===== src/sv/sha1_pkg.sv =====
// Shared types, constants and round constants for the SHA-1 byte stream hasher.
package sha1_pkg;

  localparam int WordW     = 32;
  localparam int NumWords  = 16;
  localparam int BlkW      = NumWords * WordW;
  localparam int NumChain  = 5;

  typedef logic [WordW-1:0] word_t;
  typedef word_t [NumChain-1:0] chain_t;

  // Initial chaining values, element 0 last in the concatenation
  localparam chain_t IvInit = {32'hC3D2E1F0, 32'h10325476, 32'h98BADCFE,
                               32'hEFCDAB89, 32'h67452301};

  localparam logic [7:0] PadByte   = 8'h80;
  localparam logic [7:0] ZeroByte  = 8'h00;
  localparam logic [5:0] FillLast  = 6'd63;
  localparam logic [5:0] LenStart  = 6'd56;
  localparam logic [6:0] LastRound = 7'd79;

  localparam logic OpAbsorb = 1'b0;
  localparam logic OpFinish = 1'b1;

  // Control of the message buffer: load shifts one byte in, sched advances the schedule
  typedef struct packed {
    logic       load;
    logic       sched;
    logic [7:0] byte_in;
  } buf_ctl_t;

  // Control of the round unit
  typedef struct packed {
    logic       init;
    logic       step;
    logic [6:0] round;
  } rnd_ctl_t;

  function automatic word_t round_const(logic [6:0] r);
    word_t k;
    if (r < 7'd20) begin
      k = 32'h5A827999;
    end else if (r < 7'd40) begin
      k = 32'h6ED9EBA1;
    end else if (r < 7'd60) begin
      k = 32'h8F1BBCDC;
    end else begin
      k = 32'hCA62C1D6;
    end
    return k;
  endfunction

endpackage


===== src/sv/sha1_msg_buf.sv =====
// Message block buffer: byte-wise big-endian loading and the 16-word schedule ring.
module sha1_msg_buf (
  input  logic              clk,
  input  sha1_pkg::buf_ctl_t ctl,
  output sha1_pkg::word_t    w_cur
);
  import sha1_pkg::*;

  logic [BlkW-1:0] blk;
  word_t           w0, w2, w8, w13, w_mix, w_new;

  // Word j of the ring sits at blk[BlkW-1-WordW*j -: WordW]; word 0 is the current W
  assign w0    = blk[BlkW-1               -: WordW];
  assign w2    = blk[BlkW-1 - 2 * WordW   -: WordW];
  assign w8    = blk[BlkW-1 - 8 * WordW   -: WordW];
  assign w13   = blk[BlkW-1 - 13 * WordW  -: WordW];
  assign w_mix = w13 ^ w8 ^ w2 ^ w0;
  assign w_new = {w_mix[WordW-2:0], w_mix[WordW-1]};
  assign w_cur = w0;

  always_ff @(posedge clk) begin
    if (ctl.load) begin
      blk <= {blk[BlkW-9:0], ctl.byte_in};
    end else if (ctl.sched) begin
      blk <= {blk[BlkW-WordW-1:0], w_new};
    end
  end

endmodule


===== src/sv/sha1_round.sv =====
// SHA-1 round unit: working variables a..e and one round of compression per step.
module sha1_round (
  input  logic              clk,
  input  sha1_pkg::rnd_ctl_t ctl,
  input  sha1_pkg::chain_t   chain_in,
  input  sha1_pkg::word_t    w_in,
  output sha1_pkg::chain_t   work
);
  import sha1_pkg::*;

  word_t a, b, c, d, e;
  word_t f, t, k;

  always_comb begin
    if (ctl.round < 7'd20) begin
      f = d ^ (b & (c ^ d));
    end else if (ctl.round >= 7'd40 && ctl.round < 7'd60) begin
      f = (b & c) | (d & (b | c));
    end else begin
      f = b ^ c ^ d;
    end
    k = round_const(ctl.round);
    t = {a[WordW-6:0], a[WordW-1:WordW-5]} + f + e + k + w_in;
  end

  always_ff @(posedge clk) begin
    if (ctl.init) begin
      a <= chain_in[0];
      b <= chain_in[1];
      c <= chain_in[2];
      d <= chain_in[3];
      e <= chain_in[4];
    end else if (ctl.step) begin
      e <= d;
      d <= c;
      c <= {b[1:0], b[WordW-1:2]};
      b <= a;
      a <= t;
    end
  end

  assign work = {e, d, c, b, a};

endmodule


===== src/sv/sha1_byte_stream_hash.sv =====
// Top level of the SHA-1 byte stream hasher: sequencer, byte count, chaining words, output.
//
// Input channel (in_valid/in_ready): one beat per item. operation 0 absorbs data_byte,
// operation 1 finishes the message. Output channel (out_valid/out_ready): one beat per
// finish, carrying the five digest words, digest_word0 first in big-endian order.
// An absorb beat that fills a block, every 64th byte, also runs the compression: the
// rounds of the shared round unit (one round per cycle), then a fold of the result
// into the chaining words.
// A finish shifts in the 0x80 pad byte, zero bytes one per cycle outside a compression up
// to byte 56, and the eight bytes of the bit length, then compresses; when 56 or more bytes
// of the last block were in use, the padding spills into a further block and compression.
// in_ready is high only while the sequencer is idle; the block takes one item at a time.
// The digest sits in its own output register, so absorbing of the next message goes on
// while a digest waits; a second finish holds in the last step until the receiver takes
// the earlier digest. After each finish the chaining words return to the initial values
// and the byte count to zero. Synchronous reset does the same and drops any pending
// digest; the message buffer needs no reset, since every byte is written before use.
module sha1_byte_stream_hash (
  input  logic        clk,
  input  logic        rst,
  input  logic        in_valid,
  output logic        in_ready,
  input  logic        operation,
  input  logic [7:0]  data_byte,
  output logic        out_valid,
  input  logic        out_ready,
  output logic [31:0] digest_word0,
  output logic [31:0] digest_word1,
  output logic [31:0] digest_word2,
  output logic [31:0] digest_word3,
  output logic [31:0] digest_word4
);
  import sha1_pkg::*;

  typedef enum logic [2:0] {
    S_IDLE,
    S_PAD,
    S_LEN,
    S_ROUND,
    S_ADD,
    S_DONE
  } state_t;

  state_t      state, ret_state;
  logic [6:0]  round_cnt;
  logic [5:0]  fill;        // bytes in the current block
  logic [63:0] byte_total;
  logic [63:0] len_sh;      // bit length, shifted out a byte at a time
  chain_t      chain;
  chain_t      digest;
  chain_t      work;
  word_t       w_cur;
  buf_ctl_t    buf_ctl;
  rnd_ctl_t    rnd_ctl;
  logic        accept;
  logic        block_full;

  assign in_ready = (state == S_IDLE);
  assign accept   = in_valid && in_ready;

  // Byte path into the message buffer
  always_comb begin
    buf_ctl.load    = 1'b0;
    buf_ctl.sched   = (state == S_ROUND);
    buf_ctl.byte_in = ZeroByte;
    unique case (state)
      S_IDLE: begin
        buf_ctl.load    = accept;
        buf_ctl.byte_in = (operation == OpFinish) ? PadByte : data_byte;
      end
      S_PAD: begin
        buf_ctl.load = (fill != LenStart);
      end
      S_LEN: begin
        buf_ctl.load    = 1'b1;
        buf_ctl.byte_in = len_sh[63:56];
      end
      default: begin
        buf_ctl.load = 1'b0;
      end
    endcase
  end

  // The byte that fills the block starts a compression
  assign block_full    = buf_ctl.load && (fill == FillLast);
  assign rnd_ctl.init  = block_full;
  assign rnd_ctl.step  = (state == S_ROUND);
  assign rnd_ctl.round = round_cnt;

  sha1_msg_buf u_buf (
    .clk   (clk),
    .ctl   (buf_ctl),
    .w_cur (w_cur)
  );

  sha1_round u_round (
    .clk      (clk),
    .ctl      (rnd_ctl),
    .chain_in (chain),
    .w_in     (w_cur),
    .work     (work)
  );

  always_ff @(posedge clk) begin
    if (rst) begin
      state      <= S_IDLE;
      ret_state  <= S_IDLE;
      round_cnt  <= '0;
      fill       <= '0;
      byte_total <= '0;
      chain      <= IvInit;
      out_valid  <= 1'b0;
    end else begin
      // drop the digest once taken, unless a new one takes its place below
      if (out_valid && out_ready && (state != S_DONE)) begin
        out_valid <= 1'b0;
      end
      if (buf_ctl.load) begin
        fill <= fill + 6'd1;
      end
      if (block_full) begin
        round_cnt <= '0;
        state     <= S_ROUND;
      end
      unique case (state)
        S_IDLE: begin
          if (accept) begin
            if (operation == OpAbsorb) begin
              byte_total <= byte_total + 64'd1;
              ret_state  <= S_IDLE;
            end else begin
              len_sh    <= {byte_total[60:0], 3'b000};
              ret_state <= S_PAD;
              if (!block_full) begin
                state <= S_PAD;
              end
            end
          end
        end
        S_PAD: begin
          if (fill == LenStart) begin
            state <= S_LEN;
          end else begin
            ret_state <= S_PAD;
          end
        end
        S_LEN: begin
          len_sh    <= {len_sh[55:0], ZeroByte};
          ret_state <= S_DONE;
        end
        S_ROUND: begin
          round_cnt <= round_cnt + 7'd1;
          if (round_cnt == LastRound) begin
            state <= S_ADD;
          end
        end
        S_ADD: begin
          for (int i = 0; i < NumChain; i++) begin
            chain[i] <= chain[i] + work[i];
          end
          state <= ret_state;
        end
        S_DONE: begin
          // hold until the previous digest has left
          if (!out_valid || out_ready) begin
            digest     <= chain;
            out_valid  <= 1'b1;
            chain      <= IvInit;
            byte_total <= '0;
            fill       <= '0;
            state      <= S_IDLE;
          end
        end
        default: begin
          state <= S_IDLE;
        end
      endcase
    end
  end

  assign digest_word0 = digest[0];
  assign digest_word1 = digest[1];
  assign digest_word2 = digest[2];
  assign digest_word3 = digest[3];
  assign digest_word4 = digest[4];

endmodule

===== config.mk =====
export PLATFORM = sky130hd
export DESIGN_NAME = sha1_byte_stream_hash
export DESIGN_NICKNAME = d
export VERILOG_FILES = /design/src/sv/sha1_pkg.sv /design/src/sv/sha1_msg_buf.sv /design/src/sv/sha1_round.sv /design/src/sv/sha1_byte_stream_hash.sv
export SDC_FILE = /design/constraint.sdc
export NUM_CORES = 2
export LEC_CHECK = 0
export ABC_CLOCK_PERIOD_IN_PS = 34400
export BUFFER_PORTS_ARGS = -buffer_cell sky130_fd_sc_hd__buf_2
export CORE_MARGIN = 2
export CORE_UTILIZATION = 55
export CTS_CLUSTER_DIAMETER = 150
export DETAILED_ROUTE_END_ITERATION = 10
export PLACE_DENSITY = 0.82
export SLEW_MARGIN = 40
export SYNTH_ARGS = -nofsm -noshare
export SYNTH_HDL_FRONTEND = slang
export SYNTH_SLANG_ARGS = --single-unit

===== constraint.sdc =====
create_clock -name clk -period 34.4 [get_ports clk]
set_input_delay 3.44 -clock clk [delete_from_list [all_inputs] [get_ports clk]]
set_output_delay 3.44 -clock clk [all_outputs]
set_load 0.02 [all_outputs]

---- Yosys cells after proc, flatten, opt, wreduce, memory -nomap -nowiden ----
Index checks and enable logic that the tools add are counted.
storage, ports and cells
  input bits .............................. 13
  word-level logic and storage cells ...... 135
  output and inout port bits .............. 162
  bits in latches ......................... 0
  memories ................................ 0
  register bits ........................... 1140
  memory bits (writable) .................. 0
  ROM bits ................................ 0
cells by class
  magnitude comparators ................... 4
  divide/modulo/power cells ............... 0
  $mul .................................... 0
  shifts and indexed selects .............. 0
  eq/ne operators ......................... 15
  reductions and logical operators ........ 19
  bitwise logic cells ..................... 13
  mux-type cells .......................... 49
  add/sub/neg operators ................... 12
operators by type and width
  kind                   number
  $mux 512               2
  $mux 32                14
  $mux 64                5
  $pmux 160 s2           1
  $add 32x32->32         9
  $pmux 64 s2            2
  $xor 32x32->32         7
  $mux 160               1
  $and 32x32->32         3
  $add 64x1->64 const B  1
  $or 32x32->32          2
  $mux 31                1
  $mux 3                 9
  $mux 6                 3
  $pmux 3 s6             1
  $pmux 8 s2             1
  $lt 7x6->1 const B     2
  $mux 7                 2
  $eq 6x6->1 const B     2
  $reduce_bool 2->1      5
  $pmux 3 s3             1
  $mux 8                 1
  $reduce_and 4->1       2
  $add 7x1->7 const B    1
  21 further kinds       34

---- Longest topological paths before layout ----
  depth after elaboration ................. 11
  gate-level depth with buffers ........... 27
  gate-level depth less buffers ........... 26

---- By module ----
Synthesis repeated with hierarchy kept, for this count alone.
second synthesis, totals
  cells, all modules ...................... 4768
  area total of the unflattened synthesis .. 59664.7 µm²
by module, submodules not included
  module                 cells each  area an instance (µm²)  seq. area each (µm²)  instances
  sha1_byte_stream_hash  2388        23945.5                 11441.0               1
  sha1_msg_buf           1246        23251.0                 15374.7               1
  sha1_round             1134        12468.2                 4804.6                1

---- Worst setup path before layout ----
No wires, ideal clock.
  path kind ............................... input port to flip-flop
  start ................................... input in_valid
  end ..................................... register u_buf.blk[0], enable pin
  stages on the path ...................... 5
  required time ........................... 30.756 ns
  data arrival time ....................... 12.675 ns
  setup time .............................. 3.644 ns
  path buffers ............................ 2
  setup slack ............................. 18.080 ns
  cell sequence ........................... nor3_1 a211o_1 clkbuf_1 clkbuf_1 nand2_1
on the way
  longest elaborated chain between the ends .. 3
ends and longest elaborated chain
  what                                RTL line                     text
  start, declared                     sha1_byte_stream_hash.sv:21  input logic in_valid,
  $logic_and 1x1->1                   sha1_byte_stream_hash.sv:59  assign accept = in_valid && in_ready;
  $pmux 1 s3                          sha1_byte_stream_hash.sv:66  unique case (state)
  $reduce_bool 2->1 (no source line)  -
  end signal, assigned                sha1_msg_buf.sv:23           blk <= {blk[BlkW-9:0], ctl.byte_in};
  end signal, assigned                sha1_msg_buf.sv:25           blk <= {blk[BlkW-WordW-1:0], w_new};
  end, declared                       sha1_msg_buf.sv:9            logic [BlkW-1:0] blk;
No other way between the ends.
A chain may end at the register's enable or synchronous reset.

---- Worst setup path in the final report ----
  start ................................... register round_cnt[5]
  end ..................................... register u_round.a[31], data pin
on the way
  longest elaborated chain between the ends .. 10
  elaborated cells between the ends (all ways) .. 16
  classes of those cells .................. 4 x add/sub; 4 x order compare; 7 x mux; 1 x reduce/logical
ends and longest elaborated chain
  what                                      RTL line                          text
  start, declared                           sha1_byte_stream_hash.sv:45       logic [6:0] round_cnt;
  start signal, assigned                    sha1_byte_stream_hash.sv:152      round_cnt <= round_cnt + 7'd1;
  $ge 7x6->1 or $lt 7x6->1 (tied branches)  sha1_round.sv:17, sha1_pkg.sv:45
  $logic_and 1x1->1                         sha1_round.sv:17                  end else if (ctl.round >= 7'd40 && ctl.round < 7'd60) begin
  $mux 32                                   sha1_round.sv:17
  $mux 32                                   sha1_round.sv:15                  if (ctl.round < 7'd20) begin
  $add 32x32->32 (2 in a row)               sha1_round.sv:23                  t = {a[WordW-6:0], a[WordW-1:WordW-5]} + f + e + k + w_in;
  $add 32x32->32 * (2 in a row)             sha1_round.sv:23
  $mux 32 *                                 sha1_round.sv:33                  end else if (ctl.step) begin
  $mux 32 *                                 sha1_round.sv:27                  if (ctl.init) begin
  end signal, assigned                      sha1_round.sv:28                  a <= chain_in[0];
  end signal, assigned                      sha1_round.sv:38                  a <= t;
  end, declared                             sha1_round.sv:11                  word_t a, b, c, d, e;
Every way passes the cells marked *; elsewhere a longest branch is shown, timed or not. The select of a mux whose other input is x is not followed.

==> metrics.csv <==
stage;metric;value;unit
timing;drv_slew;0;
timing;tns;0;ns
die;die-area;108000;µm²
die;num_io_pins;175;
setup_path;cp_slowest_stage_delay;0.60;ns
timing;fin_crit;7.33;ns
placement;dpl.cell_count;7208;
logic_synthesis;synthArstFlopShare;0;%
die;rows;119;
pwr;pwr-share-seq;49.0;%
grt;antenna_found_initial;1;
placement;port_buffers;174;
logic_synthesis;synth_seq_cells;1133;
die;fp.dieW;329;µm
drt;drcViolationCount;0;
clocking;path_clk_slew;0.07;ns
setup_path;crit_path_start_kind;flip-flop;
timing;holdWs;0.473;ns
clocking;cts_buffer_depth;3;
pwr;powerDensity;53.1;nW/µm²
worst_hold_path;holdCritStartpoint;chain[18]$_SDFFE_PP1P_;
placement;gp_congestion;0.978;
finish;drive_above_1_share;8.78;%
drt;wl_met2;69200;µm
clocking;cts.sinks;1133;
timing;rsz0062_at_grt;no;
die;core_area;105000;µm²
timing;worst_pin_slew;0.854;ns
grt;grt_pass1_wl;226000;µm
pwr;power_frac_clock;38.8;%
finish;fin_area;64600;µm²
placement;placed_cell_area;60500;µm²
clocking;cts_tree;yes;
pwr;combPwrFrac;12.2;%
logic_synthesis;syn_nets;6171;
drt;ant_nets;0;
clocking;hold_buffers;0;
timing;setup_viol;0;
clocking;cts-resized-gates;0;
grt;track_usage;26.5;%
setup_path;arrival;7.78;ns
drt;dr.max_layer_used;met4;
drt;viasPerCell;5.81;
clocking;cts_setup_buffers;0;
setup_path;critical_path_class;reg -> reg;
setup_path;end_kind;flip-flop;
finish;nNetsFinal;6268;
logic_synthesis;syn_inst;5838;
worst_hold_path;hold_class;reg -> reg;
finish;postLayoutCoreUtil;61.4;%
finish;final_cells;7427;
grt;grt_remaining_overflow;0;
logic_synthesis;syn_area;58100;µm²
placement;hpwl;97400;µm
setup_path;r2r_cells;28;
finish;fill_cells;8066;
finish;area.growth.synth_to_final;11.1;%
clocking;cts_root_buf;clkbuf_16;
drt;routedWlPerCell;19.5;µm
logic_synthesis;synth_flop_cell;edfxtp_1;
worst_hold_path;holdPathStages;0;
clocking;cts-buffers-inserted;114;
drt;finalWirelength;145000;µm
timing;slew-limit-headroom;43.0;%
logic_synthesis;yosysSeqAreaShare;54.4;%
timing;hold_violations;0;
setup_path;cp_common_cell;inv_1;
logic_synthesis;yosys_warnings;0;
logic_synthesis;synth-edff-count;893;
timing;fmax;136;MHz
logic_synthesis;ys_types;93;
setup_path;r2r_end;u_round.a[31]$_DFFE_PP_;
clocking;clock_latency;0.74;ns
die;dieHeight;329;µm
setup_path;reg2reg_slack;27.07;ns
drt;drtIter0Drc;4506;
setup_path;critPathRequiredTime;34.85;ns
outcome;status;finished clean;
die;start_util;55.3;%
setup_path;crit_path_top_delay_cell;a211oi_1;
worst_hold_path;hold_end;digest_word0[18]$_DFFE_PP_;
logic_synthesis;syn_area_per_cell;9.96;µm²
drt;met1Wirelength;55800;µm
run;cap_viol_max_count;0;
pwr;p_leak;27.1;nW
clocking;cts_max_level;3;
setup_path;reg2reg_from;round_cnt[5]$_SDFFE_PP0P_;
drt;first_pass_iters;6;
pwr;p_int;0.00255;W
grt;grt_pass1_vias;42000;
drt;vias;43200;
setup_path;crit_fanout;37;
timing;fin_crit_sh;21.3;%
grt;grt_max_degree;170;
pwr;p_sw;0.000882;W
drt;dr_wl_met3;11700;µm
pwr;ir_drop;60.8;µV
pwr;sw_frac_of_total;25.7;%
timing;clock_skew;0.0587;ns
## routing by layer
layer	vias up	GRT usage, %
li1	20100	-
met1	20800	33.7
met2	1849	44.1
met3	395	4.06
met4	0	14.0
met5	-	0
## layout make-up
class	instances	area (µm²)	area share, %
Clock buffer	141	3070	4.75
Timing Repair Buffer	228	1510	2.34
Tap cell	1391	1740	2.70
Inverter	236	886	1.37
Clock inverter	75	965	1.49
Antenna cell	1	2.50	0.00388
Multi-Input combinational cell	4222	24800	38.4
Sequential cell	1133	31600	49.0
## cell families after synthesis
| group | after synthesis | synth area share [%] |
|---|---|---|
| AOI/OAI and AO/OA | 871 | 9.34 |
| xor gates and xnor gates | 314 | 4.73 |
| adders and majority gates | 320 | 8.40 |
| buffers and inverters | 483 | 3.17 |
| DFF | 1133 | 54.4 |
| muxes | 79 | 1.51 |
| and+or+nand+nor | 2638 | 18.5 |
## synthesized netlist by cell type (all sizes together), types with 97 or more instances
| master | number | share of area (%) |
|---|---|---|
| nand2 | 2029 | 13 |
| edfxtp | 893 | 46 |
| o21ai | 262 | 2.3 |
| nor2 | 249 | 1.6 |
| dfxtp | 240 | 8.3 |
| inv | 235 | 1.5 |
| a21oi | 233 | 2.0 |
| clkbuf | 219 | 1.4 |
| ha | 203 | 4.4 |
| xnor2 | 182 | 2.7 |
| xor2 | 132 | 2.0 |
| fa | 117 | 4.0 |
| a21o | 98 | 1.3 |
| nand3 | 97 | 0.84 |
## worst max-delay path by stage
stage	start	endpoint	slack [ns]	cells past startpoint
6_report	round_cnt[5]$_SDFFE_PP0P_	u_round.a[31]$_DFFE_PP_	27.07	28
5_1_grt	round_cnt[5]$_SDFFE_PP0P_	u_round.a[30]$_DFFE_PP_	26.69	22
4_1_cts	round_cnt[5]$_SDFFE_PP0P_	u_round.a[30]$_DFFE_PP_	27.24	22
3_5_place_dp	in_valid	u_round.e[12]$_DFFE_PP_	27.20	9
3_3_place_gp	in_valid	u_round.e[12]$_DFFE_PP_	26.69	9
2_1_floorplan	in_valid	u_buf.blk[0]$_DFFE_PP_	18.08	5
## registers in the layout (all words and copies together), names as in the netlist, 61 cells and up
register	count
chain	160
u_buf.blk	512
len_sh	61
byte_total	61
## critical path, delay by kind of cell, from the launching register on
kind                       cells  cell delay, ns
AOI/OAI and AO/OA             11            2.37
buffers and inverters          7            1.73
adders and majority gates      5            1.70
and+or+nand+nor                4            0.50
DFF                            1            0.47
xor gates and xnor gates       1            0.17
## per-stage QoR
step                      total power (W)  worst slack [ns]
after floorplan                   0.00202             18.08
after global placement            0.00209             26.69
after detailed placement          0.00211             27.20
after CTS                         0.00343             27.24
after global routing              0.00356             26.69
final                             0.00343             27.07
## power groups by stage
stage / registers [W] / clock network [W] / logic, W
2_1_floorplan: 0.00170 / 0 / 0.000315
3_3_place_gp: 0.00170 / 0 / 0.000390
3_5_place_dp: 0.00171 / 0 / 0.000409
4_1_cts: 0.00168 / 0.00134 / 0.000416
5_1_grt: 0.00169 / 0.00139 / 0.000474
6_report: 0.00168 / 0.00133 / 0.000419
## cells in the final DEF, fill, tap and decap left out, types with 175 or more instances in the layout
master       n
inv_1      233
dfxtp_1    240
buf_2      175
ha_1       203
a21oi_1    232
o21ai_0    255
xnor2_1    182
nand2_1   2025
nor2_1     242
edfxtp_1   893
Note: power is estimated with default switching activity, not from simulation.
